--- src/hw/rtl/dte_pkg.sv ---
// ---------------------------------------------------------------------------
// dte_pkg: shared types and constants of the DNS TXT answer extractor
// Holds the result kinds, status codes, parse phases and the entry format
// passed from the parsing front to the emitting back.
// ---------------------------------------------------------------------------
`default_nettype none

package dte_pkg;

   localparam int MAX_PACKET  = 1024;
   localparam int OFFSET_W    = $clog2(MAX_PACKET + 1);
   localparam int QUEUE_DEPTH = 4;
   localparam int QUEUE_AW    = $clog2(QUEUE_DEPTH);
   localparam int QUEUE_CW    = $clog2(QUEUE_DEPTH + 1);

   localparam logic [15:0] WANTED_TYPE_RESET = 16'd16;

   // header layout and fixed field lengths
   localparam logic [3:0] QFIXED_LEN   = 4'd4;
   localparam logic [3:0] AFIXED_LEN   = 4'd10;
   localparam logic [3:0] AF_TYPE_HI   = 4'd0;
   localparam logic [3:0] AF_TYPE_LO   = 4'd1;
   localparam logic [3:0] AF_RDLEN_HI  = 4'd8;
   localparam logic [3:0] AF_RDLEN_LO  = 4'd9;
   localparam logic [OFFSET_W-1:0] HDR_QD_HI = OFFSET_W'(4);
   localparam logic [OFFSET_W-1:0] HDR_QD_LO = OFFSET_W'(5);
   localparam logic [OFFSET_W-1:0] HDR_AN_HI = OFFSET_W'(6);
   localparam logic [OFFSET_W-1:0] HDR_AN_LO = OFFSET_W'(7);
   localparam logic [OFFSET_W-1:0] HDR_LAST  = OFFSET_W'(11);

   // result kinds
   localparam logic [1:0] KIND_TEXT   = 2'd0;
   localparam logic [1:0] KIND_END    = 2'd1;
   localparam logic [1:0] KIND_STATUS = 2'd2;

   // packet status codes
   localparam logic [2:0] ST_OK       = 3'd0;
   localparam logic [2:0] ST_TRUNC    = 3'd1;
   localparam logic [2:0] ST_OVERRUN  = 3'd2;
   localparam logic [2:0] ST_BADLABEL = 3'd3;
   localparam logic [2:0] ST_NOREC    = 3'd4;

   typedef enum logic [13:0] {
      PH_HEADER   = 14'b00000000000001,
      PH_QNAME    = 14'b00000000000010,
      PH_QLABEL   = 14'b00000000000100,
      PH_QPTR     = 14'b00000000001000,
      PH_QFIXED   = 14'b00000000010000,
      PH_ANAME    = 14'b00000000100000,
      PH_ALABEL   = 14'b00000001000000,
      PH_APTR     = 14'b00000010000000,
      PH_AFIXED   = 14'b00000100000000,
      PH_STRLEN   = 14'b00001000000000,
      PH_STR      = 14'b00010000000000,
      PH_SKIP     = 14'b00100000000000,
      PH_FINISHED = 14'b01000000000000,
      PH_HALTED   = 14'b10000000000000
   } phase_type;

   // all results caused by one packet byte, in emission order text, end, status
   typedef struct packed {
      logic       has_text;
      logic       has_end;
      logic       has_status;
      logic [7:0] text;
      logic [2:0] status;
   } entry_type;

endpackage

`default_nettype wire

--- src/hw/rtl/dte_front.sv ---
// ---------------------------------------------------------------------------
// dte_front: DNS response parser
// Walks header, questions and answers one byte per transfer and forms the
// result entry caused by each byte.
// ---------------------------------------------------------------------------
`default_nettype none

module dte_front (
   input  wire                 clock,
   input  wire                 reset,
   input  wire                 csr_wr_en,
   input  wire  [15:0]         csr_wr_data,
   input  wire                 byte_valid,
   input  wire  [7:0]          packet_byte,
   input  wire                 packet_end,
   output dte_pkg::entry_type  entry,
   output logic                entry_valid
);

   dte_pkg::phase_type            phase_ff, phase_in;
   logic [dte_pkg::OFFSET_W-1:0]  offset_ff, offset_in;
   logic [15:0]                   qleft_ff, qleft_in;
   logic [15:0]                   aleft_ff, aleft_in;
   logic [3:0]                    fixed_ff, fixed_in;
   logic [15:0]                   atype_ff, atype_in;
   logic [15:0]                   rdleft_ff, rdleft_in;
   logic [7:0]                    strleft_ff, strleft_in;
   logic [5:0]                    lblleft_ff, lblleft_in;
   logic                          found_ff, found_in;
   logic [2:0]                    err_ff, err_in;
   logic [15:0]                   wanted_ff;
   logic [15:0]                   aleft_dec;
   logic [15:0]                   rd_dec;
   logic [3:0]                    fixed_inc;
   logic                          rec_done;
   logic                          ans_done;

   assign aleft_dec = aleft_ff - 16'd1;
   assign rd_dec    = rdleft_ff - 16'd1;
   assign fixed_inc = fixed_ff + 4'd1;

   always_comb begin
      phase_in   = phase_ff;
      offset_in  = offset_ff;
      qleft_in   = qleft_ff;
      aleft_in   = aleft_ff;
      fixed_in   = fixed_ff;
      atype_in   = atype_ff;
      rdleft_in  = rdleft_ff;
      strleft_in = strleft_ff;
      lblleft_in = lblleft_ff;
      found_in   = found_ff;
      err_in     = err_ff;
      rec_done   = 1'b0;
      ans_done   = 1'b0;
      entry      = '0;

      if (offset_ff < dte_pkg::OFFSET_W'(dte_pkg::MAX_PACKET)) begin
         offset_in = offset_ff + dte_pkg::OFFSET_W'(1);
         case (phase_ff)
            dte_pkg::PH_HEADER: begin
               if (offset_ff == dte_pkg::HDR_QD_HI) qleft_in = {packet_byte, 8'd0};
               else if (offset_ff == dte_pkg::HDR_QD_LO) qleft_in = {qleft_ff[15:8], packet_byte};
               else if (offset_ff == dte_pkg::HDR_AN_HI) aleft_in = {packet_byte, 8'd0};
               else if (offset_ff == dte_pkg::HDR_AN_LO) aleft_in = {aleft_ff[15:8], packet_byte};
               else if (offset_ff == dte_pkg::HDR_LAST) begin
                  if (qleft_ff == 16'd0)
                     phase_in = (aleft_ff == 16'd0) ? dte_pkg::PH_FINISHED : dte_pkg::PH_ANAME;
                  else
                     phase_in = dte_pkg::PH_QNAME;
               end
            end
            dte_pkg::PH_QNAME, dte_pkg::PH_ANAME: begin
               if (packet_byte == 8'd0) begin
                  fixed_in = 4'd0;
                  phase_in = (phase_ff == dte_pkg::PH_QNAME) ? dte_pkg::PH_QFIXED
                                                             : dte_pkg::PH_AFIXED;
               end else if (packet_byte[7:6] == 2'b11) begin
                  phase_in = (phase_ff == dte_pkg::PH_QNAME) ? dte_pkg::PH_QPTR
                                                             : dte_pkg::PH_APTR;
               end else if (packet_byte[7:6] != 2'b00) begin
                  err_in   = dte_pkg::ST_BADLABEL;
                  phase_in = dte_pkg::PH_HALTED;
               end else begin
                  lblleft_in = packet_byte[5:0];
                  phase_in = (phase_ff == dte_pkg::PH_QNAME) ? dte_pkg::PH_QLABEL
                                                             : dte_pkg::PH_ALABEL;
               end
            end
            dte_pkg::PH_QLABEL: begin
               lblleft_in = lblleft_ff - 6'd1;
               if (lblleft_ff == 6'd1) phase_in = dte_pkg::PH_QNAME;
            end
            dte_pkg::PH_ALABEL: begin
               lblleft_in = lblleft_ff - 6'd1;
               if (lblleft_ff == 6'd1) phase_in = dte_pkg::PH_ANAME;
            end
            dte_pkg::PH_QPTR: begin
               fixed_in = 4'd0;
               phase_in = dte_pkg::PH_QFIXED;
            end
            dte_pkg::PH_APTR: begin
               fixed_in = 4'd0;
               phase_in = dte_pkg::PH_AFIXED;
            end
            dte_pkg::PH_QFIXED: begin
               fixed_in = fixed_inc;
               if (fixed_inc >= dte_pkg::QFIXED_LEN) begin
                  fixed_in = 4'd0;
                  qleft_in = qleft_ff - 16'd1;
                  if (qleft_ff == 16'd1)
                     phase_in = (aleft_ff == 16'd0) ? dte_pkg::PH_FINISHED : dte_pkg::PH_ANAME;
                  else
                     phase_in = dte_pkg::PH_QNAME;
               end
            end
            dte_pkg::PH_AFIXED: begin
               if (fixed_ff == dte_pkg::AF_TYPE_HI) atype_in = {packet_byte, 8'd0};
               else if (fixed_ff == dte_pkg::AF_TYPE_LO) atype_in = {atype_ff[15:8], packet_byte};
               else if (fixed_ff == dte_pkg::AF_RDLEN_HI) rdleft_in = {packet_byte, 8'd0};
               else if (fixed_ff == dte_pkg::AF_RDLEN_LO)
                  rdleft_in = {rdleft_ff[15:8], packet_byte};
               fixed_in = fixed_inc;
               if (fixed_inc >= dte_pkg::AFIXED_LEN) begin
                  fixed_in = 4'd0;
                  // rdata length low byte arrives on this very byte
                  if (atype_ff == wanted_ff) begin
                     if (rdleft_in == 16'd0) rec_done = 1'b1;
                     else phase_in = dte_pkg::PH_STRLEN;
                  end else begin
                     if (rdleft_in == 16'd0) ans_done = 1'b1;
                     else phase_in = dte_pkg::PH_SKIP;
                  end
               end
            end
            dte_pkg::PH_STRLEN: begin
               rdleft_in = rd_dec;
               if (packet_byte > rd_dec[7:0] && rd_dec[15:8] == 8'd0) begin
                  err_in   = dte_pkg::ST_OVERRUN;
                  phase_in = dte_pkg::PH_HALTED;
               end else if (packet_byte == 8'd0) begin
                  if (rd_dec == 16'd0) rec_done = 1'b1;
               end else begin
                  strleft_in = packet_byte;
                  phase_in   = dte_pkg::PH_STR;
               end
            end
            dte_pkg::PH_STR: begin
               entry.has_text = 1'b1;
               entry.text     = packet_byte;
               rdleft_in      = rd_dec;
               strleft_in     = strleft_ff - 8'd1;
               if (strleft_ff == 8'd1) begin
                  if (rd_dec == 16'd0) rec_done = 1'b1;
                  else phase_in = dte_pkg::PH_STRLEN;
               end
            end
            dte_pkg::PH_SKIP: begin
               rdleft_in = rd_dec;
               if (rd_dec == 16'd0) ans_done = 1'b1;
            end
            default: begin
            end
         endcase

         // close the record, then advance to the next answer
         if (rec_done) begin
            entry.has_end = 1'b1;
            found_in      = 1'b1;
         end
         if (rec_done || ans_done) begin
            aleft_in = aleft_dec;
            phase_in = (aleft_dec == 16'd0) ? dte_pkg::PH_FINISHED : dte_pkg::PH_ANAME;
         end
      end

      if (packet_end) begin
         entry.has_status = 1'b1;
         if (err_in != dte_pkg::ST_OK) entry.status = err_in;
         else if (phase_in != dte_pkg::PH_FINISHED) entry.status = dte_pkg::ST_TRUNC;
         else if (!found_in) entry.status = dte_pkg::ST_NOREC;
         else entry.status = dte_pkg::ST_OK;
         // start over on a new packet
         phase_in   = dte_pkg::PH_HEADER;
         offset_in  = '0;
         qleft_in   = '0;
         aleft_in   = '0;
         fixed_in   = '0;
         atype_in   = '0;
         rdleft_in  = '0;
         strleft_in = '0;
         lblleft_in = '0;
         found_in   = 1'b0;
         err_in     = dte_pkg::ST_OK;
      end
   end

   assign entry_valid = byte_valid && (entry.has_text || entry.has_end || entry.has_status);

   always_ff @(posedge clock) begin
      if (reset) begin
         phase_ff   <= dte_pkg::PH_HEADER;
         offset_ff  <= '0;
         qleft_ff   <= '0;
         aleft_ff   <= '0;
         fixed_ff   <= '0;
         atype_ff   <= '0;
         rdleft_ff  <= '0;
         strleft_ff <= '0;
         lblleft_ff <= '0;
         found_ff   <= 1'b0;
         err_ff     <= dte_pkg::ST_OK;
         wanted_ff  <= dte_pkg::WANTED_TYPE_RESET;
      end else begin
         if (csr_wr_en) wanted_ff <= csr_wr_data;
         if (byte_valid) begin
            phase_ff   <= phase_in;
            offset_ff  <= offset_in;
            qleft_ff   <= qleft_in;
            aleft_ff   <= aleft_in;
            fixed_ff   <= fixed_in;
            atype_ff   <= atype_in;
            rdleft_ff  <= rdleft_in;
            strleft_ff <= strleft_in;
            lblleft_ff <= lblleft_in;
            found_ff   <= found_in;
            err_ff     <= err_in;
         end
      end
   end

endmodule

`default_nettype wire

--- src/hw/rtl/dte_queue.sv ---
// ---------------------------------------------------------------------------
// dte_queue: result entry queue
// Short first-in first-out buffer between the parser and the emitter.
// ---------------------------------------------------------------------------
`default_nettype none

module dte_queue (
   input  wire                      clock,
   input  wire                      reset,
   input  wire                      push,
   input  wire dte_pkg::entry_type  push_data,
   input  wire                      pop,
   output dte_pkg::entry_type       head,
   output logic                     not_empty,
   output logic                     full
);

   dte_pkg::entry_type             slot_ff [dte_pkg::QUEUE_DEPTH];
   logic [dte_pkg::QUEUE_AW-1:0]   wr_ptr_ff, rd_ptr_ff;
   logic [dte_pkg::QUEUE_CW-1:0]   count_ff, count_in;
   logic                           do_pop;

   assign not_empty = (count_ff != '0);
   assign full      = (count_ff == dte_pkg::QUEUE_CW'(dte_pkg::QUEUE_DEPTH));
   assign head      = slot_ff[rd_ptr_ff];
   assign do_pop    = pop && not_empty;

   always_comb begin
      count_in = count_ff;
      if (push && !do_pop) count_in = count_ff + dte_pkg::QUEUE_CW'(1);
      else if (!push && do_pop) count_in = count_ff - dte_pkg::QUEUE_CW'(1);
   end

   always_ff @(posedge clock) begin
      if (push) slot_ff[wr_ptr_ff] <= push_data;
   end

   always_ff @(posedge clock) begin
      if (reset) begin
         wr_ptr_ff <= '0;
         rd_ptr_ff <= '0;
         count_ff  <= '0;
      end else begin
         if (push) wr_ptr_ff <= wr_ptr_ff + dte_pkg::QUEUE_AW'(1);
         if (do_pop) rd_ptr_ff <= rd_ptr_ff + dte_pkg::QUEUE_AW'(1);
         count_ff <= count_in;
      end
   end

endmodule

`default_nettype wire

--- src/hw/rtl/dte_back.sv ---
// ---------------------------------------------------------------------------
// dte_back: result emitter
// Unpacks each queued entry into text, record-end and status items and
// drives them through an output register.
// ---------------------------------------------------------------------------
`default_nettype none

module dte_back (
   input  wire                      clock,
   input  wire                      reset,
   input  wire dte_pkg::entry_type  head,
   input  wire                      head_valid,
   output logic                     pop,
   output logic                     out_valid,
   input  wire                      out_ready,
   output logic [1:0]               out_kind,
   output logic [7:0]               out_text,
   output logic [2:0]               out_status
);

   logic [7:0]  text_ff;
   logic [2:0]  status_ff;
   logic [2:0]  pend_ff, pend_in;     // [0] text, [1] record end, [2] status
   logic [2:0]  pick;
   logic        out_free;
   logic        take;
   logic        valid_ff;
   logic [1:0]  kind_ff;
   logic [7:0]  otext_ff;
   logic [2:0]  ostatus_ff;

   assign out_free = !valid_ff || out_ready;
   assign take     = out_free && (pend_ff != 3'd0);

   always_comb begin
      if (pend_ff[0]) pick = 3'b001;
      else if (pend_ff[1]) pick = 3'b010;
      else pick = 3'b100;
      pend_in = take ? (pend_ff & ~pick) : pend_ff;
   end

   assign pop = head_valid && (pend_in == 3'd0);

   always_ff @(posedge clock) begin
      if (reset) begin
         pend_ff  <= 3'd0;
         valid_ff <= 1'b0;
      end else begin
         pend_ff <= pop ? {head.has_status, head.has_end, head.has_text} : pend_in;
         if (take) valid_ff <= 1'b1;
         else if (out_ready) valid_ff <= 1'b0;
      end
   end

   always_ff @(posedge clock) begin
      if (pop) begin
         text_ff   <= head.text;
         status_ff <= head.status;
      end
      if (take) begin
         otext_ff   <= pick[0] ? text_ff : 8'd0;
         ostatus_ff <= pick[2] ? status_ff : dte_pkg::ST_OK;
         if (pick[0]) kind_ff <= dte_pkg::KIND_TEXT;
         else if (pick[1]) kind_ff <= dte_pkg::KIND_END;
         else kind_ff <= dte_pkg::KIND_STATUS;
      end
   end

   assign out_valid  = valid_ff;
   assign out_kind   = kind_ff;
   assign out_text   = otext_ff;
   assign out_status = ostatus_ff;

endmodule

`default_nettype wire

--- src/hw/rtl/dns_txt_answer_extractor.sv ---
// ---------------------------------------------------------------------------
// dns_txt_answer_extractor: DNS response TXT record extractor
// Parses a DNS response byte stream and emits the character-string bytes of
// every answer of the configured type, record-end markers and a status.
// ---------------------------------------------------------------------------
//
//   channel  direction  contents
//   req_*    in         one response byte per transfer, tlast on final byte
//   rsp_*    out        text byte, record end or packet status per transfer
//   csr_*    in         wanted_type register write, no read-back
//
// The parser takes one byte per cycle: req_tready is high unless the result
// queue is full, independent of the parse state. A byte yields zero to three
// result items (text, record end, status); the emitter sends one per cycle while
// rsp_tready is high, so runs of multi-item bytes fill the 4-entry queue and stall
// the input. The output is registered. Reset (synchronous) clears the parse
// state and sets wanted_type to 16. rsp_tready low holds the output register;
// the parser keeps going until the queue fills.
// ---------------------------------------------------------------------------
`default_nettype none

module dns_txt_answer_extractor (
   input  wire          clock,
   input  wire          reset,
   // configuration
   input  wire          csr_wr_en,
   input  wire  [15:0]  csr_wr_data,     // wanted_type
   // request stream
   input  wire          req_tvalid,
   output logic         req_tready,
   input  wire  [7:0]   req_tdata,       // [7:0] packet_byte
   input  wire          req_tlast,       // packet_end
   // result stream
   output logic         rsp_tvalid,
   input  wire          rsp_tready,
   output logic [15:0]  rsp_tdata,       // [7:0] text_byte, [10:8] status_code, rest 0
   output logic [1:0]   rsp_tuser        // [1:0] item_kind
);

   dte_pkg::entry_type  new_entry;
   dte_pkg::entry_type  head;
   logic                new_valid;
   logic                q_full;
   logic                q_not_empty;
   logic                q_pop;
   logic                byte_xfer;
   logic [7:0]          text_byte;
   logic [2:0]          status_code;

   // accept a byte whenever the queue has room for its results
   assign req_tready = !q_full;
   assign byte_xfer  = req_tvalid && req_tready;

   dte_front u_front (
      .clock       (clock),
      .reset       (reset),
      .csr_wr_en   (csr_wr_en),
      .csr_wr_data (csr_wr_data),
      .byte_valid  (byte_xfer),
      .packet_byte (req_tdata),
      .packet_end  (req_tlast),
      .entry       (new_entry),
      .entry_valid (new_valid)
   );

   dte_queue u_queue (
      .clock     (clock),
      .reset     (reset),
      .push      (new_valid),
      .push_data (new_entry),
      .pop       (q_pop),
      .head      (head),
      .not_empty (q_not_empty),
      .full      (q_full)
   );

   dte_back u_back (
      .clock      (clock),
      .reset      (reset),
      .head       (head),
      .head_valid (q_not_empty),
      .pop        (q_pop),
      .out_valid  (rsp_tvalid),
      .out_ready  (rsp_tready),
      .out_kind   (rsp_tuser),
      .out_text   (text_byte),
      .out_status (status_code)
   );

   assign rsp_tdata = {5'd0, status_code, text_byte};

endmodule

`default_nettype wire

--- config.mk ---
export PLATFORM = sky130hd
export DESIGN_NAME = dns_txt_answer_extractor
export DESIGN_NICKNAME = d
export VERILOG_FILES = /design/src/hw/rtl/dte_pkg.sv /design/src/hw/rtl/dte_front.sv /design/src/hw/rtl/dte_queue.sv /design/src/hw/rtl/dte_back.sv /design/src/hw/rtl/dns_txt_answer_extractor.sv
export SDC_FILE = /design/constraint.sdc
export NUM_CORES = 1
export LEC_CHECK = 0
export BUFFER_PORTS_ARGS = -buffer_cell sky130_fd_sc_hd__buf_2
export CORE_MARGIN = 2
export CORE_UTILIZATION = 25
export CTS_BUF_LIST = sky130_fd_sc_hd__clkbuf_2
export DETAILED_ROUTE_END_ITERATION = 8
export PLACE_DENSITY = 0.48
export SLEW_MARGIN = 15
export SYNTH_ARGS = -nofsm -noshare
export SYNTH_HDL_FRONTEND = slang
export SYNTH_HIERARCHICAL = 1
export SYNTH_SLANG_ARGS = --single-unit
--- constraint.sdc ---
create_clock -name clock -period 5.87 [get_ports clock]
set_input_delay 0.587 -clock clock [delete_from_list [all_inputs] [get_ports clock]]
set_output_delay 0.587 -clock clock [all_outputs]
set_load 0.1 [all_outputs]
==> key figures, run 1 <==
Critical path
  • R2R Setup Slk: 1080 ps
  • Worst Path Required: 6510 ps
  • Kind of start point of the critical path: flip-flop
  • R2R depth: 16
  • Critical Path Fanout Max: 11
  • FF-to-FF Start: u_front/rdleft_ff[0]$_SDFFE_PP0P_
  • Crit path arrival time: 5430 ps
  • Reg-to-reg critical path endpoint: u_queue/slot_ff[0][0]$_DFFE_PP_
  • Crit Path Class: flip-flop to flip-flop
  • Setup crit end kind: flip-flop

Timing
  • Hold Vio Cnt, Final: 0
  • RSZ-0062 raised after global routing: false
  • Worst hold margin: 134 ps
  • Max-slew violation count: 0
  • Final worst-path cycle share: 81.6%
  • Fin crit period: 4790 ps
  • Least-Margin Pin Slew: 1080 ps
  • Setup Skew: 77.2 ps
  • Slew HR: 27.7%
  • Max Clk Rate: 209 MHz
  • Setup slack after layout: 1080 ps
  • Fin Setup TNS: 0 ps
  • # setup viols final: 0

Floorplan
  • CORE AREA: 49100 um2
  • Num ports: 50
  • Starting Density: 25.4%
  • Die height: 227 um
  • Die area: 51600 um2
  • FP Rows: 81
  • Die extent in x: 227 um

Yosys
  • Number of enable flip-flop cells after synthesis: 80
  • Gate Count Post-Synth: 1402
  • #FFs+latches synth: 220
  • Cell accounting for the most synthesized area: dfxtp_1
  • Post-Synthesis Cell Area: 12500 um2
  • Async set-reset flop share out of synthesis: 0%
  • Register area share after synthesis: 41.8%
  • Post-synth top area share: 22.5%
  • Mean post-synth cell area: 8.88 um2
  • Main synth FF type: dfxtp_1
  • Syn. warnings: 6
  • Most frequent cell after synthesis: nor2_1
  • Leading cell types by count after synthesis: nor2_1, dfxtp_1, a21oi_1
  • Distinct cell type count after synthesis: 93
  • Synth area leaders: dfxtp_1, edfxtp_1, nor2_1

Power and ir drop
  • P_leak: 5.12 nW
  • Power density cells: 295 nW/um2
  • Maximum VDD drop: 0.123 mV

Layout
  • FF+latch area: 5200 um2
  • Fin nets: 1516
  • FILL cells: 5315
  • Non-Filler Instances: 2164
  • Area occupied by multi-input gates: 6710 um2
  • Syn-to-layout area delta: 12.5%
  • Layout cells sized above 1: 13.7%

Clock network
  • Clock root buffer: clkbuf_2
  • Clk slew on worst S/H paths: 100 ps
  • H-tree levels: 2
  • Post_cts resized: 0
  • Clk buf depth: 3
  • Clk_lat worst skew: 930 ps
  • Clock sink count: 220
  • CTS Hold Buffers Added: 21
  • CTS tree: yes
  • # Post-CTS Setup Buffers: 0
  • CTS buffer count: 60

Routing
  • Routed WL: 38.7 mm
  • Vias: 11037
  • DR iter-0 viols: 889
  • 1st-pass router iterations: 5
  • Drt via density: 5.10
  • Metal2 WL: 17.7 mm
  • Residual DRC count: 0
  • Metal-1 WL: 17.9 mm
  • DR top layer: met4
  • Antenna Nets Post-Route: 0
  • Metal3 WL: 1.99 mm
  • DR WL/cell: 17.9 um

Global route
  • Grt ovf: 0
  • Number of global-route vias before repair: 10523
  • Initial antenna violation count: 1
  • Largest net degree at the start of global routing: 60
  • First-pass GRT wire length: 60.5 mm
  • Global Route Usage Sum: 14.9%

Min path
  • Hold-critical path endpoint: u_front/atype_ff[3]$_SDFFE_PP0P_
  • Hold_sp: req_tdata[3]
  • Hold path depth: 3
  • Min-delay worst type: input port to flip-flop

Job
  • Total of max-cap violations: 0

Placement
  • Setup Slack @ Placement: 1050 ps
  • GPL Wtd Cong: 0.931
  • Post-Place Cells: 2034
  • PortBufs: 44
  • Detailed Place HPWL: 26.2 mm

Run status
  • Outcome: complete, no violations
==> stage by stage <==
stage	cell area, um2	power (W)	util [%]
after floorplan	12500	0.00281	-
after global placement	13200	0.00303	27.0
after detailed placement	13200	0.00304	27.0
after CTS	14000	0.00422	28.6
after global routing	14000	0.00440	28.6
final	14000	0.00414	28.6
==> sequential cells by signal, summed over array words and instances (netlist names), 11 cells and up, named ones only <==
signal and flops:
u_front/aleft_ff 16, u_front/atype_ff 16, u_front/offset_ff 11, u_front/phase_ff 14
u_front/qleft_ff 16, u_front/rdleft_ff 16, u_front/wanted_ff 16, u_queue/slot_ff 56
==> layout make-up <==
type	instances	area share (%)
Multi-Input combinational cell	1052	47.9
Sequential cell	220	37.1
Tap cell	664	5.93
Timing Repair Buffer	84	4.11
Clock buffer	83	2.96
Clock inverter	25	1.02
Inverter	35	0.937
Antenna cell	1	0.0179
==> cell families (layout without fill, tap and decap cells) <==
family	Yosys count	count (layout)	share of synthesized area (%)
adders and majority gates	34	34	3.47
xor gates and xnor gates	50	50	3.52
and+or+nand+nor	576	576	23.9
AOI/OAI and AO/OA	350	350	18.2
other	1	6	0.0301
muxes	37	37	4.50
buffers and inverters	134	227	4.62
DFF	220	220	41.8
==> placed cells by master, fill, tap and decap left out, types with 21 or more instances in the layout <==
master         netlist  routed
ha_1                32      32
o21ai_0             59      59
nand3_1             45      45
nand2_1             89      89
nand4_1             24      24
nor3_1              61      61
buf_2                9      43
edfxtp_1            80      80
mux2i_1             23      23
dlygate4sd3_1        0      21
nor4_1              22      21
nor2_1             184     184
a22oi_1             22      22
inv_1               35      35
xnor2_1             30      30
dfxtp_1            140     140
and2_1              28      28
a21oi_1            121     120
clkbuf_2             0      83
a31oi_1             22      22
==> power breakdown <==
part | internal [W] | switching [W] | total, W
registers | 0.00177 | 0.000106 | 0.00188
clock network | 0.000440 | 0.000692 | 0.00113
logic | 0.000299 | 0.000825 | 0.00112
total | 0.00251 | 0.00162 | 0.00414
==> routing by layer <==
metal | GRT usage [%] | up-vias
met3 | 2.49 | 89
li1 | - | 5314
met2 | 24.1 | 329
met4 | 5.76 | 0
met5 | 0 | -
met1 | 19.9 | 5305
==> critical path: stages, from the launching register on <==
cell and delay (ps):
dfxtp_1 420, inv_1 140, ha_1 250, or4b_4 530, nor2_1 140, xnor2_1 100, ha_1 310, nand4_1 110
nand2b_1 160, o22ai_1 430, nor4b_1 640, nor4b_1 460, nor2_1 160, a21oi_1 140, o2111ai_1 130, nor4_2 270
nor2_1 140
==> how the worst max path moves through the flow <==
stage,start,endpoint,slack [ps]
2_1_floorplan,u_front/rdleft_ff[0]$_SDFFE_PP0P_,u_queue/count_ff[2]$_SDFFE_PP0P_,1680
3_3_place_gp,req_tdata[0],u_queue/count_ff[2]$_SDFFE_PP0P_,1170
4_1_cts,u_front/rdleft_ff[0]$_SDFFE_PP0P_,u_queue/count_ff[2]$_SDFFE_PP0P_,1150
6_report,u_front/rdleft_ff[0]$_SDFFE_PP0P_,u_queue/slot_ff[0][0]$_DFFE_PP_,1080
5_1_grt,u_front/rdleft_ff[0]$_SDFFE_PP0P_,u_queue/count_ff[2]$_SDFFE_PP0P_,600
3_5_place_dp,req_tdata[0],u_queue/count_ff[2]$_SDFFE_PP0P_,1050
Power figures use the tool's default switching activity.
==> inputs of run 2 (changes only) <==
--- a/config.mk
+++ b/config.mk
@@ -5,6 +5,7 @@
 export SDC_FILE = /design/constraint.sdc
 export NUM_CORES = 1
 export LEC_CHECK = 0
+export ABC_AREA = 1
 export BUFFER_PORTS_ARGS = -buffer_cell sky130_fd_sc_hd__buf_2
 export CORE_MARGIN = 2
 export CORE_UTILIZATION = 25
==> constraint.sdc (replaced) <==
create_clock -name clock -period 5 [get_ports clock]
set_input_delay 0.5 -clock clock [delete_from_list [all_inputs] [get_ports clock]]
set_output_delay 0.5 -clock clock [all_outputs]
set_load 0.1 [all_outputs]
==> run 2 against run 1 <==
Against the previous run:
- sequential share of layout area shrank 1.4 points
- register-to-register slack lost 320 ps
- largest cell class unchanged
- clock power grew 29%
- setup slack lost 320 ps
- global-route usage shrank 0.63 points
- cell area grew 3.9%
- via count grew 6.1%
==> key figures, run 2 <==
Routing
  • Vias: 11705 (was 11037)
  • DR iter-0 viols: 793 (was 889)
  • 1st-pass router iterations: 5 (unchanged)
  • Antenna Nets Post-Route: 0 (unchanged)
  • DR WL/cell: 14.6 um (was 17.9 um)
  • Drt via density: 4.61 (was 5.10)
  • Routed WL: 37.1 mm (was 38.7 mm)
  • Residual DRC count: 0 (unchanged)

Floorplan
  • Num ports: 50 (unchanged)
  • Starting Density: 25.3% (was 25.4%)
  • Die area: 52500 um2 (was 51600 um2)
  • Die extent in x: 229 um (was 227 um)
  • CORE AREA: 50100 um2 (was 49100 um2)
  • FP Rows: 82 (was 81)
  • Die height: 229 um (was 227 um)

Yosys
  • Number of enable flip-flop cells after synthesis: 80 (unchanged)
  • Syn. warnings: 6 (unchanged)
  • Distinct cell type count after synthesis: 67 (was 93)
  • Mean post-synth cell area: 7.44 um2 (was 8.88 um2)
  • Leading cell types by count after synthesis: nand2_1, nor2_1, inv_1 (was nor2_1, dfxtp_1, a21oi_1)
  • Async set-reset flop share out of synthesis: 0% (unchanged)
  • Register area share after synthesis: 41.1% (was 41.8%)
  • Most frequent cell after synthesis: nand2_1 (was nor2_1)
  • Post-synth top area share: 22.1% (was 22.5%)
  • Post-Synthesis Cell Area: 12700 um2 (was 12500 um2)
  • #FFs+latches synth: 220 (unchanged)
  • Gate Count Post-Synth: 1703 (was 1402)
  • Main synth FF type: dfxtp_1 (unchanged)
  • Synth area leaders: dfxtp_1, edfxtp_1, nand2_1 (was dfxtp_1, edfxtp_1, nor2_1)
  • Cell accounting for the most synthesized area: dfxtp_1 (unchanged)

Timing
  • Max Clk Rate: 236 MHz (was 209 MHz)
  • RSZ-0062 raised after global routing: false (unchanged)
  • Slew HR: 31.7% (was 27.7%)
  • Setup Skew: 115 ps (was 77.2 ps)
  • Fin crit period: 4240 ps (was 4790 ps)
  • Least-Margin Pin Slew: 1020 ps (was 1080 ps)
  • Fin Setup TNS: 0 ps (unchanged)
  • Max-slew violation count: 0 (unchanged)
  • Final worst-path cycle share: 84.8% (was 81.6%)
  • # setup viols final: 0 (unchanged)
  • Hold Vio Cnt, Final: 0 (unchanged)

Power and ir drop
  • Maximum VDD drop: 0.193 mV (was 0.123 mV)
  • Sw frac: 47.9% (was 39.2%)
  • Sw power: 0.00354 W (was 0.00162 W)
  • Power density cells: 508 nW/um2 (was 295 nW/um2)
  • Seq pwr share: 32.6% (was 45.4%)
  • Total power: 0.00740 W (was 0.00414 W)
  • Pint: 0.00386 W (was 0.00251 W)
  • Clock Power Share: 19.8% (was 27.4%)
  • P_leak: 6.27 nW (was 5.12 nW)
  • Combinational Power Share: 47.6% (was 27.2%)

Global route
  • Initial antenna violation count: 2 (was 1)
  • Global Route Usage Sum: 14.3% (was 14.9%)
  • Grt ovf: 0 (unchanged)
  • First-pass GRT wire length: 60.6 mm (was 60.5 mm)
  • Largest net degree at the start of global routing: 69 (was 60)
  • Number of global-route vias before repair: 11466 (was 10523)

Critical path
  • Critical path's slowest cell: a31oi_1 (was nor4b_1)
  • Worst Path Required: 5830 ps (was 6510 ps)
  • Critical Path Fanout Max: 6 (was 11)
  • Crit Path Class: flip-flop to flip-flop (unchanged)
  • CP max stage delay: 440 ps (was 640 ps)
  • Critical path's top delay family: simple AND/OR/NAND/NOR gates (unchanged)
  • Crit path top cell by count: nand2_1 (was nor2_1)
  • Kind of start point of the critical path: flip-flop (unchanged)
  • Setup crit end kind: flip-flop (unchanged)
  • Crit path arrival time: 5070 ps (was 5430 ps)
  • Worst path bufs/invs: 4 (was 1)

Clock network
  • CTS tree: yes (unchanged)
  • Clk_lat worst skew: 1000 ps (was 930 ps)
  • Clock sink count: 220 (unchanged)
  • Clk slew on worst S/H paths: 100 ps (about the same)
  • Clk buf depth: 3 (unchanged)
  • H-tree levels: 3 (was 2)
  • CTS Hold Buffers Added: 45 (was 21)
  • CTS buffer count: 67 (was 60)
  • Post_cts resized: 0 (unchanged)
  • # Post-CTS Setup Buffers: 0 (unchanged)
  • Clock root buffer: clkbuf_2 (unchanged)

Layout
  • Syn-to-layout area delta: 14.9% (was 12.5%)
  • Commonest non-fill, non-tap cell in the layout: nand2_1 (was nor2_1)
  • Max reg flops: 56 (unchanged)
  • Most frequent cells in the layout: nand2_1, nor2_1, inv_1 (was nor2_1, dfxtp_1, a21oi_1)
  • FILL cells: 5562 (was 5315)
  • Largest Register: u_queue/slot_ff (unchanged)
  • Fin nets: 1880 (was 1516)
  • FF+latch area: 5200 um2 (unchanged)
  • Area occupied by multi-input gates: 6350 um2 (was 6710 um2)
  • Layout cells sized above 1: 12.2% (was 13.7%)

Placement
  • GPL Wtd Cong: 0.850 (was 0.931)
  • PortBufs: 44 (unchanged)
  • Detailed Place HPWL: 25.9 mm (was 26.2 mm)

Min path
  • Min-delay worst type: input port to flip-flop (unchanged)

Job
  • Total of max-cap violations: 0 (unchanged)

Run status
  • Outcome: complete, no violations (unchanged)
-- run 2: power by group through the flow --
stage	Sequential, W	Clock [W]	Combinational (W)
floorplan	0.00282	0	0.00243
finish	0.00241	0.00146	0.00353
CTS	0.00241	0.00154	0.00353
global route	0.00245	0.00163	0.00396
detailed placement	0.00246	0	0.00348
global placement	0.00245	0	0.00348
-- run 2: worst reg2reg max path: stages (launching register included) --
cell and delay [ps]:
dfxtp_1 350, inv_1 150, ha_1 260, nand3_2 160
nor2_1 210, nand2_1 70, nand2_1 120, inv_1 70
ha_1 290, nand4_1 120, nor3_1 160, a21oi_1 100
nand3_1 140, nand2_1 90, nand2_1 70, nand2_2 80
nand2_1 60, nand2_1 80, a31oi_1 440, ha_1 260
inv_1 70, fa_1 370, inv_1 70, nand2_1 50
nand3_1 90, nand2_1 50, nand2_1 60, nor2_1 40
-- run 2: worst paths after layout --
| path | from | endpoint | slack [ps] | cells past startpoint |
|---|---|---|---|---|
| max | u_front/rdleft_ff[0]$_SDFFE_PP0P_ | u_queue/count_ff[2]$_SDFFE_PP0P_ | 760 | 27 |
| min | req_tdata[0] | u_front/atype_ff[0]$_SDFFE_PP0P_ | 320 | 4 |
| max reg2reg | u_front/rdleft_ff[0]$_SDFFE_PP0P_ | u_queue/count_ff[2]$_SDFFE_PP0P_ | 760 | 27 |
| min reg2reg | u_front/atype_ff[8]$_SDFFE_PP0P_ | u_front/atype_ff[8]$_SDFFE_PP0P_ | 480 | 2 |
-- run 2: final cells by class --
cell class / instances / share of cell area, %
diodes: 4 / 0.0687
clock buffers: 98 / 3.37
clock inverters: 19 / 0.885
inverters: 208 / 5.46
multi-input cells: 1222 / 43.6
flip-flops and latches: 220 / 35.7
well taps: 672 / 5.77
repair buffers: 98 / 5.09
-- run 2: cells by family (layout without fill, tap and decap cells) --
kind of cell,after synthesis,after routing,synth area share [%]
flops,220,220,41.1
mux,2,2,0.158
simple gates,775,775,26.6
other cells,1,9,0.0296
buf+inv,265,423,8.93
compound gates,363,363,16.9
xor+xnor,44,44,3.04
fa+ha+maj,33,33,3.32
-- run 2: routing by layer --
layer	vias to the layer above	wire length (um)	GRT usage [%]
met5	-	0	0
met4	0	1080	5.32
met3	71	1740	3.25
met2	289	16800	23.2
met1	5392	17500	18.5
li1	5953	-	-
-- run 2: metrics by stage --
step | hold slack (ps) | instances | instance area, um2 | util, % | setup slack [ps]
2_1_floorplan | 449 | 1707 | 12700 | - | 1480
3_3_place_gp | 466 | 2375 | 13500 | 26.9 | 1010
3_5_place_dp | 470 | 2375 | 13500 | 26.9 | 883
4_1_cts | 198 | 2537 | 14600 | 29.1 | 800
5_1_grt | 242 | 2541 | 14600 | 29.1 | 218
6_report | 320 | 2541 | 14600 | 29.1 | 761
